### src/design/force_fingerprint_accumulator_assert.svh
// ----------------------------------------------------------------------------
// Force fingerprint accumulator: assertion macros
// Concurrent checks clocked on clk_i and disabled while rst_ni is low.
// ----------------------------------------------------------------------------
`ifndef FORCE_FINGERPRINT_ACCUMULATOR_ASSERT_SVH
`define FORCE_FINGERPRINT_ACCUMULATOR_ASSERT_SVH

`ifndef NO_ASSERTIONS

// The consequent must hold in the same cycle as the antecedent.
`define FFA_ASSERT_IMP(lbl, ante, cons, msg) \
  lbl: assert property (@(posedge clk_i) disable iff (!rst_ni) (ante) |-> (cons)) \
    else $error(msg);

// The consequent must hold in the cycle after the antecedent.
`define FFA_ASSERT_NXT(lbl, ante, cons, msg) \
  lbl: assert property (@(posedge clk_i) disable iff (!rst_ni) (ante) |=> (cons)) \
    else $error(msg);

`else

`define FFA_ASSERT_IMP(lbl, ante, cons, msg)

`define FFA_ASSERT_NXT(lbl, ante, cons, msg)

`endif

`endif

### src/design/ffa_pkg.sv
// ----------------------------------------------------------------------------
// Force fingerprint accumulator package
// Shared constants, command types and helper functions.
// ----------------------------------------------------------------------------
package ffa_pkg;

  // Word width of ids, acceleration patterns and fingerprint words.
  localparam int unsigned WORD_W = 64;

  // Number of fingerprint word slots on the result.
  localparam int unsigned FP_WORDS = 4;

  // Default number of active lanes.
  localparam int unsigned LANE_COUNT_DEFAULT = 4;

  // Hash rounds per lane: the id, then x, y and z.
  localparam int unsigned NUM_ROUNDS = 4;
  localparam int unsigned ROUND_W = $clog2(NUM_ROUNDS);

  // Command queue between front and back.
  localparam int unsigned QUEUE_DEPTH = 2;
  localparam int unsigned QPTR_W = $clog2(QUEUE_DEPTH);

  // Finalizer constants.
  localparam logic [WORD_W-1:0] GOLDEN = 64'h9e37_79b9_7f4a_7c15;
  localparam logic [WORD_W-1:0] MIX_C1 = 64'hbf58_476d_1ce4_e5b9;
  localparam logic [WORD_W-1:0] MIX_C2 = 64'h94d0_49bb_1331_11eb;

  // Per-lane seeds.
  localparam logic [WORD_W-1:0] LANE_SEED [FP_WORDS] = '{
    64'h243f_6a88_85a3_08d3,
    64'h1319_8a2e_0370_7344,
    64'ha409_3822_299f_31d0,
    64'h082e_fa98_ec4e_6c89
  };

  // Operation carried in the item's tuser bit.
  typedef enum logic {
    OP_ACCUM = 1'b0,
    OP_CLEAR = 1'b1
  } op_e;

  // One queued command.
  typedef struct packed {
    op_e               op;
    logic [WORD_W-1:0] pid;
    logic [WORD_W-1:0] x;
    logic [WORD_W-1:0] y;
    logic [WORD_W-1:0] z;
  } cmd_t;

  // Control from the sequencer to every lane.
  typedef struct packed {
    logic               add_en;
    logic               mul_a_en;
    logic               mul_b_en;
    logic               use_shift27;
    logic               commit;
    logic               clear;
    logic [ROUND_W-1:0] round;
  } lane_ctl_t;

  // Rotate left by a constant, nonzero amount below the word width.
  function automatic logic [WORD_W-1:0] rotl64(logic [WORD_W-1:0] v, int unsigned amt);
    rotl64 = (v << amt) | (v >> (WORD_W - amt));
  endfunction

endpackage

### src/design/ffa_queue.sv
// ----------------------------------------------------------------------------
// Force fingerprint accumulator: front end
// Accepts items, classifies them into commands and queues them for the engine.
// ----------------------------------------------------------------------------
module ffa_queue (
  input  logic                             clk_i,
  input  logic                             rst_ni,
  input  logic                             s_tvalid_i,
  output logic                             s_tready_o,
  input  logic [4*ffa_pkg::WORD_W-1:0]     s_tdata_i,
  input  logic                             s_tuser_i,
  output logic                             q_valid_o,
  output ffa_pkg::cmd_t                    q_cmd_o,
  input  logic                             q_pop_i
);

  ffa_pkg::cmd_t                  mem_q [ffa_pkg::QUEUE_DEPTH];
  logic [ffa_pkg::QPTR_W-1:0]     wr_ptr_q, wr_ptr_d;
  logic [ffa_pkg::QPTR_W-1:0]     rd_ptr_q, rd_ptr_d;
  logic [ffa_pkg::QPTR_W:0]       cnt_q, cnt_d;
  logic                           push;
  ffa_pkg::cmd_t                  cmd_in;

  // Classify the incoming item.
  always_comb begin
    cmd_in.op  = s_tuser_i ? ffa_pkg::OP_CLEAR : ffa_pkg::OP_ACCUM;
    cmd_in.pid = s_tdata_i[0*ffa_pkg::WORD_W +: ffa_pkg::WORD_W];
    cmd_in.x   = s_tdata_i[1*ffa_pkg::WORD_W +: ffa_pkg::WORD_W];
    cmd_in.y   = s_tdata_i[2*ffa_pkg::WORD_W +: ffa_pkg::WORD_W];
    cmd_in.z   = s_tdata_i[3*ffa_pkg::WORD_W +: ffa_pkg::WORD_W];
  end

  assign s_tready_o = (cnt_q != (ffa_pkg::QPTR_W+1)'(ffa_pkg::QUEUE_DEPTH));
  assign push       = s_tvalid_i && s_tready_o;
  assign q_valid_o  = (cnt_q != '0);
  assign q_cmd_o    = mem_q[rd_ptr_q];

  // Pointer and fill count update.
  always_comb begin
    wr_ptr_d = push ? wr_ptr_q + 1'b1 : wr_ptr_q;
    rd_ptr_d = q_pop_i ? rd_ptr_q + 1'b1 : rd_ptr_q;
    cnt_d    = cnt_q;
    if (push && !q_pop_i) begin
      cnt_d = cnt_q + 1'b1;
    end else if (!push && q_pop_i) begin
      cnt_d = cnt_q - 1'b1;
    end
  end

  always_ff @(posedge clk_i or negedge rst_ni) begin
    if (!rst_ni) begin
      wr_ptr_q <= '0;
      rd_ptr_q <= '0;
      cnt_q    <= '0;
    end else begin
      wr_ptr_q <= wr_ptr_d;
      rd_ptr_q <= rd_ptr_d;
      cnt_q    <= cnt_d;
    end
  end

  // Queue storage.
  always_ff @(posedge clk_i) begin
    if (push) begin
      mem_q[wr_ptr_q] <= cmd_in;
    end
  end

endmodule

### config.mk
export PLATFORM = sky130hd
export DESIGN_NAME = ffa_queue
export DESIGN_NICKNAME = d
export VERILOG_FILES = /design/src/design/force_fingerprint_accumulator_assert.svh /design/src/design/ffa_pkg.sv /design/src/design/ffa_queue.sv
export SDC_FILE = /design/constraint.sdc
export NUM_CORES = 1
export LEC_CHECK = 0
export ABC_CLOCK_PERIOD_IN_PS = 28300
export BUFFER_PORTS_ARGS = -buffer_cell sky130_fd_sc_hd__buf_4
export CAP_MARGIN = 40
export CORE_AREA = 2 2 200 202
export DETAILED_ROUTE_END_ITERATION = 7
export DIE_AREA = 0 0 202 204
export PLACE_DENSITY = 0.77
export SLEW_MARGIN = 20
export SYNTH_ARGS = -nofsm -noshare
export SYNTH_HDL_FRONTEND = slang
export SYNTH_SLANG_ARGS = --single-unit
### constraint.sdc
create_clock -name clk_i -period 28.3 [get_ports clk_i]
set_clock_uncertainty 0.15 [all_clocks]
set_input_delay 2.83 -clock clk_i [delete_from_list [all_inputs] [get_ports clk_i]]
set_output_delay 2.83 -clock clk_i [all_outputs]
set_load 0.02 [all_outputs]
**After elaboration in Yosys (flattened, before gate mapping)**

Memories as Yosys holds them, arrays and structs flattened.
Index checks and enable logic that the tools add are counted.

- Add/sub/neg operators: 4
- Reductions and logical operators: 7
- Mux-type cells: 5
- Equality and inequality tests: 1

Operators with widths:

| cell | count |
|---|---|
| 2-bit two-way mux | 2 |
| 2-bit nonzero test | 2 |
| 1-bit logical AND | 3 |
| 1-bit two-way mux | 3 |
| 1-bit adder, second input constant | 2 |
| 2-bit by 1-bit adder with 2-bit output, second input constant | 1 |
| 1-bit logical NOT | 2 |
| 2-bit inequality test, second input constant | 1 |
| 2-bit by 1-bit subtractor with 2-bit output, second input constant | 1 |

- Word-level logic and storage cells: 21
- Bits in registers: 4
- Output and inout port bits: 259
- Input bits: 261
- Memories kept: 1
- Memory bits (writable): 514

Memories:

| name | depth | bits a word | rd ports | clocked after Yosys merged registers in | wr ports | line | source |
|---|---|---|---|---|---|---|---|
| mem_q | 2 | 257 | 1 | 0 | 1 | ffa_queue.sv:17 | `ffa_pkg::cmd_t mem_q [ffa_pkg::QUEUE_DEPTH];` |

**Logic depth before layout (Yosys ltp)**

- Word-level depth: 6
- Gate-level depth with buffers: 7
- Gate-level depth less buffers: 7

**Worst setup path before layout**

Ideal clock, no wire load.

- Kind: input -> register
- Start point: in s_tvalid_i
- End point: mem mem_q[0][0] (netlist name) (enable)
- Path buffers: 0
- Slack: 13.700 ns
- Cell stages on the path: 2
- Arrival: 13.570 ns
- Cells stage by stage: nand2_1 nor2_1

- Longest elaborated chain between the ends: 3

RTL lines:

| what | line | source |
|---|---|---|
| start, declared | ffa_queue.sv:8 | `input logic s_tvalid_i,` |
| 1-bit logical AND | ffa_queue.sv:34 | `assign push = s_tvalid_i && s_tready_o;` |
| 1-bit two-way mux | ffa_queue.sv:64 | `if (push) begin` |
| 1-bit two-way mux (implied by the code) | ffa_queue.sv:65 | `mem_q[wr_ptr_q] <= cmd_in;` |
| end, declared | ffa_queue.sv:17 |  |

Every way passes these cells.

==> results.py <==
metrics = {
    "min_path": {
        "hold_path_class": "reg -> reg",
    },
    "final_layout": {
        "final_cell_mix": "528 x buf_4, 514 x edfxtp_1, 201 x mux2_4, 56 x mux2_2, 53 x clkbuf_16",
        "nNetsFinal": 1637,
        "layout_commonest_cell": "buf_4",
        "syn2layout_area_growth_pct": 31.2,
        "fin_area_um2": 25700,
        "drive_above_1_share_pct": 60.9,
    },
    "synth": {
        "synthTopCellsByArea": "edfxtp_1 79%, mux2_4 15%, mux2_2 3.2%, buf_6 1.4%, dfrtp_1 0.51%",
        "yosys_warnings": 0,
        "ys_ff_latch": 518,
        "ys_seq_area_share_pct": 79.3,
        "postSynthAreaPerCell_um2": 24.0,
        "syn_inst": 818,
        "yosysTopAreaCell": "edfxtp_1",
        "synth_area_um2": 19600,
        "synth_cell_type_count": 16,
        "syn-num-nets": 1080,
        "yosysTopAreaCellShare_pct": 78.8,
    },
    "grt": {
        "grt_pass1_wl_um": 60200,
        "grt_pass1_vias": 10200,
        "grt_max_degree": 138,
        "grt_usage_pct": 19.6,
        "grt_remaining_overflow": 0,
        "antenna_found_initial": 2,
    },
    "clocking": {
        "htree_levels": 2,
        "clock_latency_ns": 0.58,
        "cts_hold_buf": 0,
        "clockBufferDepth": 3,
        "cts_setup_buffers": 0,
        "clkTransAtPathRegs_ns": 0.06,
        "root_buffer": "clkbuf_16",
        "cts_resized": 0,
        "cts_tree": "done",
        "clock-sinks": 518,
        "cts_buffers": 50,
    },
    "floorplan": {
        "start_util_pct": 50.0,
        "die_x_um": 202,
        "die_area_um2": 41200,
        "io_pins": 520,
        "row_count": 73,
        "core_area_um2": 39200,
        "fp.dieH_um": 204,
    },
    "placed_design": {
        "place_area_um2": 24100,
        "hpwl_um": 29300,
        "port_buffers": 519,
        "gp_congestion": 0.852,
        "place_ws_ns": 22.44,
    },
    "routing": {
        "first_pass_iters": 4,
        "num_vias": 9714,
        "viasPerCell": 5.00,
        "postRouteAntennaNets": 0,
        "totalWireLength_um": 41700,
        "routedWlPerCell_um": 21.4,
        "drc": 0,
        "drt-initial-drc-count": 601,
    },
    "timing": {
        "slew_viol_final": 0,
        "relSlewSlack_pct": 26.6,
        "rsz0062_at_grt": "false",
        "fin_ws_ns": 21.85,
        "finalSetupViolations": 0,
        "whs_ns": 0.361,
        "fin_crit_sh_pct": 22.8,
        "setup_tns_ns": 0,
        "final_hold_viol_count": 0,
        "fmax_ghz": 0.155,
        "tightestPinTransition_ns": 1.10,
        "min_period_ns": 6.45,
    },
    "worst_setup_path": {
        "startpoint_type": "flip-flop",
        "endpoint_kind": "primary output",
        "crit_end": "q_cmd_o[149]",
        "path_class": "reg -> out",
        "r2r_end": "mem_q[1][157]$_DFFE_PP_",
        "crit_fanout": 33,
        "reg2reg_depth": 5,
        "arrival_ns": 3.47,
        "timing.rr.start": "cnt_q[0]$_DFFE_PN0P_",
        "critical_path.startpoint": "rd_ptr_q$_DFFE_PN0P_",
        "crit_required_ns": 25.32,
        "r2r_slack_ns": 24.95,
    },
    "run_status": {
        "status": "finished, final reports clean",
    },
    "power": {
        "p_leak_nw": 10.1,
        "cellPowerDensity_nw_per_um2": 110,
        "irDropWorstVdd_mv": 0.0804,
    },
    "flow_run": {
        "cap_violations": 0,
    },
}
[area by class of cell]
type,count,area [um2]
clock inverters,26,255
repair buffers,534,4110
inverters,2,7.51
multi-input cells,269,3750
well taps,525,657
clock buffers,67,1380
fillers,2547,13500
flip-flops and latches,518,15500
diodes,2,5.00
[flip-flops by register name (all words and copies together) (netlist names)]
signal	flops
wr_ptr_q	1
cnt_q	2
rd_ptr_q	1
mem_q	514
[layer usage]
layer / wire length, um / up-vias / GRT usage, %
li1: - / 4375 / -
met1: 14600 / 4781 / 21.9
met2: 21000 / 453 / 33.2
met3: 3770 / 105 / 6.47
met4: 2220 / 0 / 11.4
met5: 0 / - / 0
[report_power, final]
group	internal (mW)	switching (mW)	total, mW
Combinational	0.504	0.554	1.06
Sequential	1.05	0.0563	1.10
Clock	0.388	0.270	0.658
Total	1.94	0.880	2.82
[critical path, stage by stage (launching register included)]
cell and delay [ns]:
dfrtp_4 0.84, buf_4 0.62, buf_4 0.58, buf_12 0.30, mux2_4 0.33, buf_4 0.16
[Yosys cell counts]
cell      count
edfxtp_1    514
mux2_4      201
mux2_2       56
buf_6        24
dfrtp_1       4
buf_2         3
xor2_1        3
buf_8         2
inv_1         2
nor2_1        2
xnor2_1       2
and3_1        1
ha_1          1
nand2_1       1
nand2b_1      1
or2_2         1
[stage by stage]
step / total power [mW] / utilization (%) / cells
floorplan: 1.87 / - / 818
global placement: 2.16 / 61.1 / 1843
detailed placement: 2.19 / 61.4 / 1848
CTS: 2.85 / 65.6 / 1941
global route: 2.93 / 65.6 / 1943
finish: 2.82 / 65.6 / 1943
[worst min path at each step]
| stage | end | cells after the start | slack (ns) | start |
|---|---|---|---|---|
| 2_1_floorplan | cnt_q[1]$_DFFE_PN0P_ | 1 | 0.31 | cnt_q[1]$_DFFE_PN0P_ |
| 3_3_place_gp | cnt_q[1]$_DFFE_PN0P_ | 1 | 0.32 | cnt_q[1]$_DFFE_PN0P_ |
| 3_5_place_dp | cnt_q[1]$_DFFE_PN0P_ | 1 | 0.34 | cnt_q[1]$_DFFE_PN0P_ |
| 4_1_cts | cnt_q[1]$_DFFE_PN0P_ | 1 | 0.36 | cnt_q[1]$_DFFE_PN0P_ |
| 5_1_grt | cnt_q[1]$_DFFE_PN0P_ | 1 | 0.38 | cnt_q[1]$_DFFE_PN0P_ |
| 6_report | cnt_q[1]$_DFFE_PN0P_ | 1 | 0.36 | cnt_q[1]$_DFFE_PN0P_ |
[kinds of logic after synthesis]
family | synth area share [%]
XOR/XNOR | 0.224
adder cells (fa/ha/maj) | 0.0639
buffers and inverters | 1.65
flip-flops | 79.3
multiplexers | 18.6
AND/OR/NAND/NOR | 0.153
No activity file was read; power rests on OpenSTA's default activity.
